**src/hdl/keypad_code_lock_controller_macros.svh**
```systemverilog
// Assertion helpers for the lock controller core.
// Each expects clk and arst_n in the scope of the module that uses it.
`ifndef KEYPAD_CODE_LOCK_CONTROLLER_MACROS_SVH
`define KEYPAD_CODE_LOCK_CONTROLLER_MACROS_SVH

// Same-cycle implication, checked out of reset.
`define KCLC_ASSERT_NOW(lbl, ante, cons, msg) \
	lbl: assert property (@(posedge clk) disable iff (!arst_n) (ante) |-> (cons)) \
		else $error(msg);

// Next-cycle implication, checked out of reset.
`define KCLC_ASSERT_NEXT(lbl, ante, cons, msg) \
	lbl: assert property (@(posedge clk) disable iff (!arst_n) (ante) |=> (cons)) \
		else $error(msg);

`endif

```
**src/hdl/kclc_pkg.sv**
```systemverilog
package kclc_pkg;

	// Default geometry
	localparam int NUM_BUTTONS_DEF  = 4;
	localparam int CODE_LENGTH_DEF  = 4;
	localparam int HISTORY_BITS_DEF = 8;

	// Fixed field widths
	localparam int TIMER_W = 8;
	localparam int FAIL_W  = 3;
	localparam int DIGIT_W = 3;
	localparam int IDX_W   = 3;
	localparam int MODE_W  = 4;

	// History value that marks a press: low samples, then two high ones
	localparam logic [15:0] PRESS_PATTERN = 16'h0003;

	localparam logic [TIMER_W-1:0] TICK_MAX  = 8'hFF;
	localparam logic [FAIL_W-1:0]  FAIL_SAT  = 3'd7;

	// Register reset values
	localparam logic [31:0]        UNLOCK_RESET      = 32'd668;
	localparam logic [31:0]        RESET_CODE_RESET  = 32'd585;
	localparam logic [TIMER_W-1:0] START_DELAY_RESET = 8'd40;
	localparam logic [TIMER_W-1:0] ENTRY_TMO_RESET   = 8'd60;
	localparam logic [TIMER_W-1:0] OPEN_HOLD_RESET   = 8'd40;
	localparam logic [TIMER_W-1:0] ALARM_RESET       = 8'd20;
	localparam logic [TIMER_W-1:0] RESET_HOLD_RESET  = 8'd20;
	localparam logic [FAIL_W-1:0]  MAX_FAIL_RESET    = 3'd3;

	// Register indexes
	localparam logic [IDX_W-1:0] REG_UNLOCK_CODE = 3'd0;
	localparam logic [IDX_W-1:0] REG_RESET_CODE  = 3'd1;
	localparam logic [IDX_W-1:0] REG_START_DELAY = 3'd2;
	localparam logic [IDX_W-1:0] REG_ENTRY_TMO   = 3'd3;
	localparam logic [IDX_W-1:0] REG_OPEN_HOLD   = 3'd4;
	localparam logic [IDX_W-1:0] REG_ALARM       = 3'd5;
	localparam logic [IDX_W-1:0] REG_RESET_HOLD  = 3'd6;
	localparam logic [IDX_W-1:0] REG_MAX_FAIL    = 3'd7;

	typedef struct packed {
		logic [TIMER_W-1:0] start_delay;
		logic [TIMER_W-1:0] entry_timeout;
		logic [TIMER_W-1:0] open_hold;
		logic [TIMER_W-1:0] alarm;
		logic [TIMER_W-1:0] reset_hold;
		logic [FAIL_W-1:0]  max_fail;
	} timers_t;

	typedef struct packed {
		logic               hit;
		logic [DIGIT_W-1:0] digit;
	} press_t;

	typedef struct packed {
		logic              door;
		logic              buzz;
		logic              ready;
		logic              entry;
		logic [MODE_W-1:0] mode;
		logic [2:0]        digits;
		logic [FAIL_W-1:0] fails;
	} status_t;

	function automatic logic [TIMER_W-1:0] sat_inc(input logic [TIMER_W-1:0] v);
		sat_inc = (v == TICK_MAX) ? v : v + 1'b1;
	endfunction

endpackage

```
**src/hdl/kclc_cfg_regs.sv**
```systemverilog
module kclc_cfg_regs #(
	parameter int CODE_LENGTH = kclc_pkg::CODE_LENGTH_DEF,
	parameter int CFG_W       = 12
) (
	input  logic                           clk,
	input  logic                           arst_n,
	input  logic                           cfg_we,
	input  logic [kclc_pkg::IDX_W-1:0]     cfg_idx,
	input  logic [CFG_W-1:0]               cfg_wdata,
	output logic [3*CODE_LENGTH-1:0]       unlock_code,
	output logic [3*CODE_LENGTH-1:0]       reset_code,
	output kclc_pkg::timers_t              timers
);

	localparam int CODE_BITS = 3 * CODE_LENGTH;

	logic [CODE_BITS-1:0] unlock_q;
	logic [CODE_BITS-1:0] rcode_q;
	kclc_pkg::timers_t    timers_q;

	always_ff @(posedge clk or negedge arst_n) begin
		if (!arst_n) begin
			unlock_q               <= CODE_BITS'(kclc_pkg::UNLOCK_RESET);
			rcode_q                <= CODE_BITS'(kclc_pkg::RESET_CODE_RESET);
			timers_q.start_delay   <= kclc_pkg::START_DELAY_RESET;
			timers_q.entry_timeout <= kclc_pkg::ENTRY_TMO_RESET;
			timers_q.open_hold     <= kclc_pkg::OPEN_HOLD_RESET;
			timers_q.alarm         <= kclc_pkg::ALARM_RESET;
			timers_q.reset_hold    <= kclc_pkg::RESET_HOLD_RESET;
			timers_q.max_fail      <= kclc_pkg::MAX_FAIL_RESET;
		end else if (cfg_we) begin
			unique case (cfg_idx)
				kclc_pkg::REG_UNLOCK_CODE: unlock_q <= cfg_wdata[CODE_BITS-1:0];
				kclc_pkg::REG_RESET_CODE:  rcode_q  <= cfg_wdata[CODE_BITS-1:0];
				kclc_pkg::REG_START_DELAY: timers_q.start_delay   <= cfg_wdata[7:0];
				kclc_pkg::REG_ENTRY_TMO:   timers_q.entry_timeout <= cfg_wdata[7:0];
				kclc_pkg::REG_OPEN_HOLD:   timers_q.open_hold     <= cfg_wdata[7:0];
				kclc_pkg::REG_ALARM:       timers_q.alarm         <= cfg_wdata[7:0];
				kclc_pkg::REG_RESET_HOLD:  timers_q.reset_hold    <= cfg_wdata[7:0];
				kclc_pkg::REG_MAX_FAIL:    timers_q.max_fail      <= cfg_wdata[2:0];
				default: ;
			endcase
		end
	end

	assign unlock_code = unlock_q;
	assign reset_code  = rcode_q;
	assign timers      = timers_q;

endmodule

```
**src/hdl/kclc_keyscan.sv**
```systemverilog
module kclc_keyscan #(
	parameter int NUM_BUTTONS  = kclc_pkg::NUM_BUTTONS_DEF,
	parameter int HISTORY_BITS = kclc_pkg::HISTORY_BITS_DEF
) (
	input  logic                   clk,
	input  logic                   arst_n,
	input  logic                   scan_en,
	input  logic [NUM_BUTTONS-1:0] levels,
	output kclc_pkg::press_t       press
);

	localparam logic [HISTORY_BITS-1:0] PATTERN = HISTORY_BITS'(kclc_pkg::PRESS_PATTERN);

	logic [HISTORY_BITS-1:0] hist_q [NUM_BUTTONS];
	logic [HISTORY_BITS-1:0] hist_d [NUM_BUTTONS];

	// Shift each level in; the highest button that matches wins.
	always_comb begin
		press = '0;
		for (int b = 0; b < NUM_BUTTONS; b++) begin
			hist_d[b] = {hist_q[b][HISTORY_BITS-2:0], levels[b]};
			if (hist_d[b] == PATTERN) begin
				press.hit   = 1'b1;
				press.digit = kclc_pkg::DIGIT_W'(b + 1);
			end
		end
	end

	always_ff @(posedge clk or negedge arst_n) begin
		if (!arst_n) begin
			for (int b = 0; b < NUM_BUTTONS; b++) begin
				hist_q[b] <= '1;
			end
		end else if (scan_en) begin
			for (int b = 0; b < NUM_BUTTONS; b++) begin
				hist_q[b] <= hist_d[b];
			end
		end
	end

endmodule

```
**src/hdl/kclc_core.sv**
```systemverilog
`include "keypad_code_lock_controller_macros.svh"

module kclc_core #(
	parameter int CODE_LENGTH = kclc_pkg::CODE_LENGTH_DEF
) (
	input  logic                     clk,
	input  logic                     arst_n,
	input  logic                     step,
	input  kclc_pkg::press_t         press,
	input  logic [3*CODE_LENGTH-1:0] unlock_code,
	input  logic [3*CODE_LENGTH-1:0] reset_code,
	input  kclc_pkg::timers_t        timers,
	output logic                     scan_en,
	output kclc_pkg::status_t        status
);

	localparam int CODE_BITS = 3 * CODE_LENGTH;
	localparam int CNT_W     = ($clog2(CODE_LENGTH + 1) > 3) ? $clog2(CODE_LENGTH + 1) : 3;
	localparam logic [CNT_W-1:0] CNT_FULL = CNT_W'(CODE_LENGTH);

	typedef enum logic [kclc_pkg::MODE_W-1:0] {
		S_START   = 4'd0,
		S_DELAY   = 4'd1,
		S_ENTRY   = 4'd2,
		S_CHECK   = 4'd3,
		S_OPEN    = 4'd4,
		S_HOLD    = 4'd5,
		S_ALARM   = 4'd6,
		S_RENTRY  = 4'd7,
		S_RVERIFY = 4'd8
	} state_t;

	state_t                          state_q, state_d;
	logic [kclc_pkg::TIMER_W-1:0]    tick_q, tick_d, tick_b;
	logic [CODE_BITS-1:0]            hist_q, hist_d;
	logic [CNT_W-1:0]                cnt_q, cnt_d;
	logic [kclc_pkg::FAIL_W-1:0]     fail_q, fail_d, fail_b;
	logic                            door_q, door_d;
	logic                            buzz_q, buzz_d;
	logic                            ready_q, ready_d;
	logic                            entry_q, entry_d;

	assign scan_en = step && (state_q == S_ENTRY || state_q == S_RENTRY);

	always_comb begin
		state_d = state_q;
		tick_d  = tick_q;
		tick_b  = tick_q;
		hist_d  = hist_q;
		cnt_d   = cnt_q;
		fail_d  = fail_q;
		fail_b  = fail_q;
		door_d  = door_q;
		buzz_d  = buzz_q;
		ready_d = ready_q;
		entry_d = entry_q;
		unique case (state_q)
			S_DELAY: begin
				cnt_d   = '0;
				ready_d = 1'b1;
				tick_b  = kclc_pkg::sat_inc(tick_q);
				tick_d  = tick_b;
				if (tick_b > timers.start_delay) begin
					ready_d = 1'b0;
					tick_d  = '0;
					state_d = S_ENTRY;
				end
			end
			S_ENTRY: begin
				entry_d = 1'b1;
				if (press.hit) begin
					tick_b = '0;
					hist_d = CODE_BITS'({hist_q, press.digit});
					cnt_d  = (&cnt_q) ? cnt_q : cnt_q + 1'b1;
				end
				if (cnt_d >= CNT_FULL) begin
					state_d = S_CHECK;
				end
				tick_b = kclc_pkg::sat_inc(tick_b);
				tick_d = tick_b;
				// timeout wins over a code that completes in the same tick
				if (tick_b > timers.entry_timeout && cnt_d != '0) begin
					state_d = S_ALARM;
					tick_d  = '0;
				end
			end
			S_CHECK: begin
				if (hist_q == unlock_code) begin
					state_d = S_OPEN;
				end else begin
					fail_b  = (fail_q == kclc_pkg::FAIL_SAT) ? fail_q : fail_q + 1'b1;
					fail_d  = fail_b;
					state_d = (fail_b >= timers.max_fail) ? S_ALARM : S_START;
				end
			end
			S_OPEN: begin
				door_d  = 1'b1;
				entry_d = 1'b0;
				state_d = S_HOLD;
			end
			S_HOLD: begin
				tick_b = kclc_pkg::sat_inc(tick_q);
				tick_d = tick_b;
				if (tick_b > timers.open_hold) begin
					door_d  = 1'b0;
					buzz_d  = 1'b0;
					tick_d  = '0;
					state_d = S_START;
				end
			end
			S_ALARM: begin
				buzz_d = 1'b1;
				tick_b = kclc_pkg::sat_inc(tick_q);
				tick_d = tick_b;
				if (tick_b > timers.alarm) begin
					cnt_d   = '0;
					state_d = S_RENTRY;
				end
			end
			S_RENTRY: begin
				fail_d = '0;
				if (press.hit) begin
					tick_d = '0;
					hist_d = CODE_BITS'({hist_q, press.digit});
					cnt_d  = (&cnt_q) ? cnt_q : cnt_q + 1'b1;
				end
				if (cnt_d >= CNT_FULL) begin
					state_d = S_RVERIFY;
				end
			end
			S_RVERIFY: begin
				if (hist_q == reset_code) begin
					tick_b = kclc_pkg::sat_inc(tick_q);
					tick_d = tick_b;
					if (tick_b > timers.reset_hold) begin
						state_d = S_START;
					end
				end else begin
					// wrong reset code: back to entry with a fresh count
					cnt_d   = '0;
					state_d = S_RENTRY;
				end
			end
			default: begin
				buzz_d  = 1'b0;
				tick_d  = '0;
				cnt_d   = '0;
				state_d = S_DELAY;
			end
		endcase
	end

	always_ff @(posedge clk or negedge arst_n) begin
		if (!arst_n) begin
			state_q <= S_START;
			tick_q  <= '0;
			hist_q  <= '0;
			cnt_q   <= '0;
			fail_q  <= '0;
			door_q  <= 1'b0;
			buzz_q  <= 1'b0;
			ready_q <= 1'b0;
			entry_q <= 1'b0;
		end else if (step) begin
			state_q <= state_d;
			tick_q  <= tick_d;
			hist_q  <= hist_d;
			cnt_q   <= cnt_d;
			fail_q  <= fail_d;
			door_q  <= door_d;
			buzz_q  <= buzz_d;
			ready_q <= ready_d;
			entry_q <= entry_d;
		end
	end

	assign status.door   = door_q;
	assign status.buzz   = buzz_q;
	assign status.ready  = ready_q;
	assign status.entry  = entry_q;
	assign status.mode   = state_q;
	assign status.digits = cnt_q[2:0];
	assign status.fails  = fail_q;

	`KCLC_ASSERT_NOW(a_door_only_hold, door_q, state_q == S_HOLD, "door open outside hold")
	`KCLC_ASSERT_NOW(a_ready_only_delay, ready_q, state_q == S_DELAY, "ready lamp outside delay")
	`KCLC_ASSERT_NOW(a_cnt_bound, 1'b1, cnt_q <= CNT_FULL, "digit count past code length")
	`KCLC_ASSERT_NEXT(a_stall_holds, !step, $stable(state_q) && $stable(tick_q), "state moved without a step")

endmodule

```
**src/hdl/keypad_code_lock_controller.sv**
```systemverilog
// Channel  | Handshake               | Payload
// ---------+-------------------------+----------------------------------------------
// tick in  | in_valid / in_ready     | button_levels
// result   | out_valid / out_ready   | door_open buzzer_on ready_lamp entry_lamp
//          |                         | mode digits_entered failures
// config   | cfg_we (no wait)        | cfg_idx cfg_wdata
//
// One transaction per cycle sustained while results are taken; a tick's result passes
// through the input register, then the state and result register, and is presented
// once the result slot is free or being emptied.
// Reset is asynchronous: registers return to their defaults, the machine to start,
// button histories to all ones; no clearing pass follows.
// A stalled result holds the state; one more tick waits in the input register,
// after which in_ready drops until the result is taken.
module keypad_code_lock_controller #(
	parameter int NUM_BUTTONS  = kclc_pkg::NUM_BUTTONS_DEF,
	parameter int CODE_LENGTH  = kclc_pkg::CODE_LENGTH_DEF,
	parameter int HISTORY_BITS = kclc_pkg::HISTORY_BITS_DEF
) (
	input  logic                                         clk,
	input  logic                                         arst_n,
	// tick channel
	input  logic                                         in_valid,
	output logic                                         in_ready,
	input  logic [NUM_BUTTONS-1:0]                       button_levels,
	// result channel
	output logic                                         out_valid,
	input  logic                                         out_ready,
	output logic                                         door_open,
	output logic                                         buzzer_on,
	output logic                                         ready_lamp,
	output logic                                         entry_lamp,
	output logic [kclc_pkg::MODE_W-1:0]                  mode,
	output logic [2:0]                                   digits_entered,
	output logic [kclc_pkg::FAIL_W-1:0]                  failures,
	// configuration
	input  logic                                         cfg_we,
	input  logic [kclc_pkg::IDX_W-1:0]                   cfg_idx,
	input  logic [((3*CODE_LENGTH > 8) ? 3*CODE_LENGTH : 8)-1:0] cfg_wdata
);

	localparam int CODE_BITS = 3 * CODE_LENGTH;
	localparam int CFG_W     = (CODE_BITS > 8) ? CODE_BITS : 8;

	logic                      valid_s1;
	logic [NUM_BUTTONS-1:0]    levels_s1;
	logic                      out_valid_q;
	logic                      adv;
	logic                      scan_en;
	logic [CODE_BITS-1:0]      unlock_code;
	logic [CODE_BITS-1:0]      reset_code;
	kclc_pkg::timers_t         timers;
	kclc_pkg::press_t          press;
	kclc_pkg::status_t         status;

	// Advance the held tick into the state whenever the result slot is free
	// or being emptied this cycle.
	assign adv      = valid_s1 && (!out_valid_q || out_ready);
	assign in_ready = !valid_s1 || adv;

	always_ff @(posedge clk or negedge arst_n) begin
		if (!arst_n) begin
			valid_s1    <= 1'b0;
			out_valid_q <= 1'b0;
		end else begin
			if (in_ready) begin
				valid_s1 <= in_valid;
			end
			if (adv) begin
				out_valid_q <= 1'b1;
			end else if (out_ready) begin
				out_valid_q <= 1'b0;
			end
		end
	end

	// Capture the payload with the transaction; no reset needed.
	always_ff @(posedge clk) begin
		if (in_valid && in_ready) begin
			levels_s1 <= button_levels;
		end
	end

	kclc_cfg_regs #(
		.CODE_LENGTH (CODE_LENGTH),
		.CFG_W       (CFG_W)
	) u_cfg (
		.clk         (clk),
		.arst_n      (arst_n),
		.cfg_we      (cfg_we),
		.cfg_idx     (cfg_idx),
		.cfg_wdata   (cfg_wdata),
		.unlock_code (unlock_code),
		.reset_code  (reset_code),
		.timers      (timers)
	);

	// Sample the buttons only while the machine waits for digits.
	kclc_keyscan #(
		.NUM_BUTTONS  (NUM_BUTTONS),
		.HISTORY_BITS (HISTORY_BITS)
	) u_scan (
		.clk     (clk),
		.arst_n  (arst_n),
		.scan_en (scan_en),
		.levels  (levels_s1),
		.press   (press)
	);

	kclc_core #(
		.CODE_LENGTH (CODE_LENGTH)
	) u_core (
		.clk         (clk),
		.arst_n      (arst_n),
		.step        (adv),
		.press       (press),
		.unlock_code (unlock_code),
		.reset_code  (reset_code),
		.timers      (timers),
		.scan_en     (scan_en),
		.status      (status)
	);

	// The result fields are the state registers themselves.
	assign out_valid      = out_valid_q;
	assign door_open      = status.door;
	assign buzzer_on      = status.buzz;
	assign ready_lamp     = status.ready;
	assign entry_lamp     = status.entry;
	assign mode           = status.mode;
	assign digits_entered = status.digits;
	assign failures       = status.fails;

endmodule

```
**config.mk**
```make
export PLATFORM = sky130hd
export DESIGN_NAME = keypad_code_lock_controller
export DESIGN_NICKNAME = d
export VERILOG_FILES = /design/src/hdl/kclc_pkg.sv /design/src/hdl/kclc_cfg_regs.sv /design/src/hdl/kclc_keyscan.sv /design/src/hdl/kclc_core.sv /design/src/hdl/keypad_code_lock_controller.sv
export VERILOG_INCLUDE_DIRS = /design/src /design/src/hdl
export SDC_FILE = /design/constraint.sdc
export NUM_CORES = 1
export LEC_CHECK = 0
export BUFFER_PORTS_ARGS = -buffer_cell sky130_fd_sc_hd__buf_2
export CORE_ASPECT_RATIO = 1.75
export CORE_MARGIN = 2
export CORE_UTILIZATION = 50
export CTS_CLUSTER_DIAMETER = 30
export DETAILED_ROUTE_END_ITERATION = 12
export PLACE_DENSITY = 0.64
export SETUP_SLACK_MARGIN = 0.4
export SLEW_MARGIN = 40
export SYNTH_ARGS = -nofsm -noshare
export SYNTH_HDL_FRONTEND = slang
export SYNTH_SLANG_ARGS = --single-unit
```
**constraint.sdc**
```tcl
create_clock -name clk -period 8 [get_ports clk]
set_clock_uncertainty 0.05 [all_clocks]
set_input_delay 2.4 -clock clk [delete_from_list [all_inputs] [get_ports clk]]
set_output_delay 2.4 -clock clk [all_outputs]
set_load 0.05 [all_outputs]
```
==> results by stage <==
Route:
- The first detailed-routing pass took 5 iterations.
- The count of antenna-violating nets left after detailed routing is 0.
- The average wire per standard cell is 18.4 um.
- The detailed router finished its first iteration with 323 violations.
- The total DRC errors in the routed layout is 0.
- The number of vias in the routed layout is 5743.
- The via density per instance is 5.78.
- The sum of routed wire length over all layers is 18.3 mm.

Critical path:
- The standard cell with the maximum stage delay on the critical path is sky130_fd_sc_hd__buf_2.
- The maximum fanout along the worst path is 3.
- STA classifies the critical path endpoint as an output port.
- The most prevalent standard cell on the critical path is sky130_fd_sc_hd__buf_2.
- Traced cell by cell, the critical path runs through buf_2 -> nand3b_1 -> buf_2.
- The number of buffer and inverter instances along the worst setup path is 2.
- At the worst endpoint, the required time is 5.55 ns.
- The maximum cell stage delay along the critical path is 0.23 ns.
- Across all register-to-register paths, the minimum setup slack is 3.08 ns.
- The depth of the worst register-to-register path is 17.
- The worst register-to-register path ends at u_core.tick_q[1].
- The data arrival time of the critical path is 2.90 ns.
- In this run the critical register-to-register path is launched from u_scan.hist_d[29].
- The element type at the critical path start is an input port.
- The category of the most critical setup path is in -> out.
- In this design, the largest share of critical-path delay is due to buffers and inverters.

Floorplanning:
- The count of standard-cell rows is 58.
- The height of the die is 165 um.
- The die is 96.1 um wide.
- During I/O placement, the number of pins put on the boundary was 40.
- The die covers 15900 sq um.
- For this configuration, the core starts out at a cell density of 51.4%.
- The region available for standard cell placement spans 14400 sq um.

Yosys:
- Counting flops with an async set or reset pin after synthesis yields a share of 97.0%.
- The synthesized area per cell is 9.78 sq um.
- The number of nets produced by synthesis is 830.
- The number of register bits inferred by synthesis is 135.
- After synthesis, the netlist uses 57 different library cells.
- The top cell type by area accounts for 27.0% of the synthesized area.
- The cell type with the highest aggregate area in the netlist is sky130_fd_sc_hd__dfrtp_1.
- By area the synthesized netlist is led by sky130_fd_sc_hd__dfrtp_1 27%, sky130_fd_sc_hd__dfstp_2 18%, sky130_fd_sc_hd__mux2_2 8.5%.
- The synthesized netlist occupies a cell area of 7420 sq um.
- For this run, the number of Yosys warnings is 0.
- The synthesized instance count is 759.
- For this run, the leading register cell type out of synthesis is sky130_fd_sc_hd__dfrtp_1.
- Summing the sequential cell areas from Yosys gives 46.7% of the chip area.
- The count of flip-flops with a built-in enable after synthesis is 4.

Placement:
- The number of cells after detailed placement is 962.
- The final weighted congestion in routability-driven placement is 0.894.
- The quantity of I/O buffers inserted on ports is 39.
- Detailed placement finished with a half-perimeter wire length of 13.5 mm.
- Before CTS, the worst setup slack after placement is 2.65 ns.
- The instance area after placement is 7810 sq um.

Power and ir drop:
- The leakage power total is 3.96 nW.
- The power per cell area is 333 nW/um^2.
- The maximum ir drop on the vdd rail is 0.216 mV.

GRT:
- The via count of the first global-routing pass is 5897.
- The total grt overflow is 0.
- The global-route wire length before repair is 29.3 mm.
- The largest net degree at the start of global routing is 75.
- The global-route total usage across every layer is 24.5%.
- The number of antenna violations at the first check in global routing is 0.

Timing:
- The share of the cycle needed by the critical path after routing is 66.9%.
- The final critical path time including I/O delays and setup is 5.35 ns.
- Setup violations remaining at the end of the flow were counted as 0.
- The timing-limited maximum frequency is 187 MHz.
- The total count of hold-check failures in the final report is 0.
- The pin slew with the least headroom to its limit is 0.811 ns.
- The worst slew margin relative to its limit is 45.9%.
- Setup repair after global routing left no endpoint under its margin.
- The final worst setup slack is 2.65 ns.
- The total negative slack for setup checks is 0 ns.
- The max-slew violation count came to 0.

Clocking:
- The maximum number of buffers from clock root to sink is 2.
- Clock latency on the worst-skew pair, taken at its later pin, is 0.42 ns.
- The number of levels the H-tree was split into is 4.
- The number of gates resized after CTS was 0.
- The post-CTS setup repair buffer count is 0.
- Clock tree synthesis selected as its root buffer the cell sky130_fd_sc_hd__clkbuf_16.
- The number of buffers added by the clock tree synthesis step is 17.
- The CTS tree is built.
- The clock edge transition at the registers on the reported setup and hold paths is 0.05 ns.
- The tree built by TritonCTS fans out to 135 sinks.
- The number of hold buffers added after CTS was 0.

Worst hold path:
- The kind of path behind the tightest hold check is reg -> reg.
- The worst hold path passes through 2 cells.
- In this run the most critical hold path is launched from u_scan.hist_d[14].
- The end point of the worst hold path is u_scan.hist_d[15].

Outcome:
- The flow ran to the end, and the final reports show no timing, DRC or antenna violations.

Layout:
- Once layout is complete, the cells apart from fillers number 994.
- 0 antenna diodes ended up in the layout.
- The post-route netlist has 23.7% of its cells at a drive strength greater than 1.
- The final design utilization is 58.3%.
- The final net count is 872.
- Summing all flip-flop and latch instances after layout gives 3460 sq um.
- The number of fillers in the final layout is 1270.
- The multi-input combinational cell area is 3700 sq um.
- Summing all non-filler instances in the final layout gives an area of 8410 sq um.
- The signed area change from the synthesized netlist to the final layout is 13.4%.

Run:
- The max capacitance violation total is 0.
## cells by family after synthesis
| group | share of synthesized area (%) |
|---|---|
| compound gates | 11.7 |
| xor+xnor | 3.19 |
| fa+ha+maj | 7.92 |
| buf+inv | 3.59 |
| flops | 46.7 |
| mux | 8.63 |
| simple gates | 18.3 |
## state kept, by name, summed over array words and instances (netlist names)
| name | flops |
|---|---|
| u_cfg.timers | 43 |
| levels_s1 | 4 |
| u_cfg.reset_code | 12 |
| valid_s1 | 1 |
| u_core.fail_q | 3 |
| u_core.cnt_q | 3 |
| u_core.door_q | 1 |
| u_core.entry_q | 1 |
| u_core.ready_q | 1 |
| u_cfg.unlock_code | 12 |
| u_core.buzz_q | 1 |
| u_scan.hist_d | 28 |
| u_core.tick_q | 8 |
| u_core.hist_q | 12 |
| u_core.state_q | 4 |
| out_valid | 1 |
## synth_stat cells, types with 3 or more instances
master and count:
sky130_fd_sc_hd__o21a_1 3, sky130_fd_sc_hd__nor2_1 29, sky130_fd_sc_hd__a221o_1 7, sky130_fd_sc_hd__o211ai_1 8
sky130_fd_sc_hd__a211oi_1 7, sky130_fd_sc_hd__nand3_1 12, sky130_fd_sc_hd__nand2_1 165, sky130_fd_sc_hd__edfxtp_1 4
sky130_fd_sc_hd__inv_1 45, sky130_fd_sc_hd__nand2b_1 7, sky130_fd_sc_hd__clkbuf_1 23, sky130_fd_sc_hd__nand4b_1 4
sky130_fd_sc_hd__a31oi_1 5, sky130_fd_sc_hd__o31ai_1 8, sky130_fd_sc_hd__dfstp_2 51, sky130_fd_sc_hd__a21oi_1 39
sky130_fd_sc_hd__and3_1 7, sky130_fd_sc_hd__dfrtp_1 80, sky130_fd_sc_hd__a21o_1 6, sky130_fd_sc_hd__ha_1 47
sky130_fd_sc_hd__nor3b_1 3, sky130_fd_sc_hd__xor2_1 26, sky130_fd_sc_hd__o21ai_0 34, sky130_fd_sc_hd__mux2_2 56
sky130_fd_sc_hd__nor4_2 3, sky130_fd_sc_hd__nand4_1 13, sky130_fd_sc_hd__nor4_1 8, sky130_fd_sc_hd__nor2b_1 6
sky130_fd_sc_hd__and2_1 7, sky130_fd_sc_hd__or4_1 4, sky130_fd_sc_hd__nor3_1 9
## worst max path at each step
stage	start	endpoint	slack, ns	depth (start not counted)
global route	out_ready	in_ready	2.61	3
finish	out_ready	in_ready	2.65	3
CTS	out_ready	in_ready	2.64	3
floorplan	out_ready	in_ready	2.67	1
global placement	out_ready	in_ready	2.65	3
detailed placement	out_ready	in_ready	2.65	3
## metal layers
layer / global-route usage (%) / part of all wire [%] / vias up
met2: 44.8 / 54 / 134
met1: 25.6 / 38 / 2807
li1: - / - / 2751
met3: 4.22 / 2.8 / 51
met4: 14.0 / 4.9 / 0
met5: 0 / 0 / -
## stage by stage
stage,hold slack (ns),power [mW]
after floorplan,0.386,1.74
after global placement,0.397,1.96
after detailed placement,0.401,2.00
after CTS,0.412,2.81
after global routing,0.433,2.98
final,0.413,2.80
## worst reg2reg max path, delay by kind of cell, from the launching register on
kind                     cells  cell delay [ns]
AO/OA/AOI/OAI                7             1.65
adder cells (fa/ha/maj)      2             0.52
flip-flops                   1             0.38
AND/OR/NAND/NOR              8             2.27
## final cells by class
type,count,share of cell area [%]
clock inverter,12,1.84
inverter,45,2.01
sequential,135,41.1
clock buffer,20,5.19
multi-input combinational,555,44.0
timing repair buffer,47,3.11
tap,180,2.68
## power breakdown
part	internal, mW	leakage (nW)	switching [mW]	total [mW]
clock	0.491	0.284	0.309	0.800
sequential	0.908	1.57	0.162	1.07
combinational	0.357	2.11	0.577	0.934
total	1.76	3.96	1.05	2.80
## placed cells by master, fill, tap and decap left out, drive strengths merged, types with 5 or more instances in the layout
cell type / n
a211oi: 7
a21o: 6
a21oi: 39
a221o: 7
a31oi: 5
and2: 8
and3: 7
buf: 47
clkbuf: 20
clkinv: 6
dfrtp: 80
dfstp: 51
ha: 47
inv: 46
mux2: 56
nand2: 165
nand2b: 7
nand3: 12
nand4: 13
nor2: 29
nor2b: 6
nor3: 9
nor4: 12
o211ai: 8
o21ai: 36
o31ai: 8
or4: 5
xor2: 26
No activity file was read; power rests on OpenSTA's default activity.
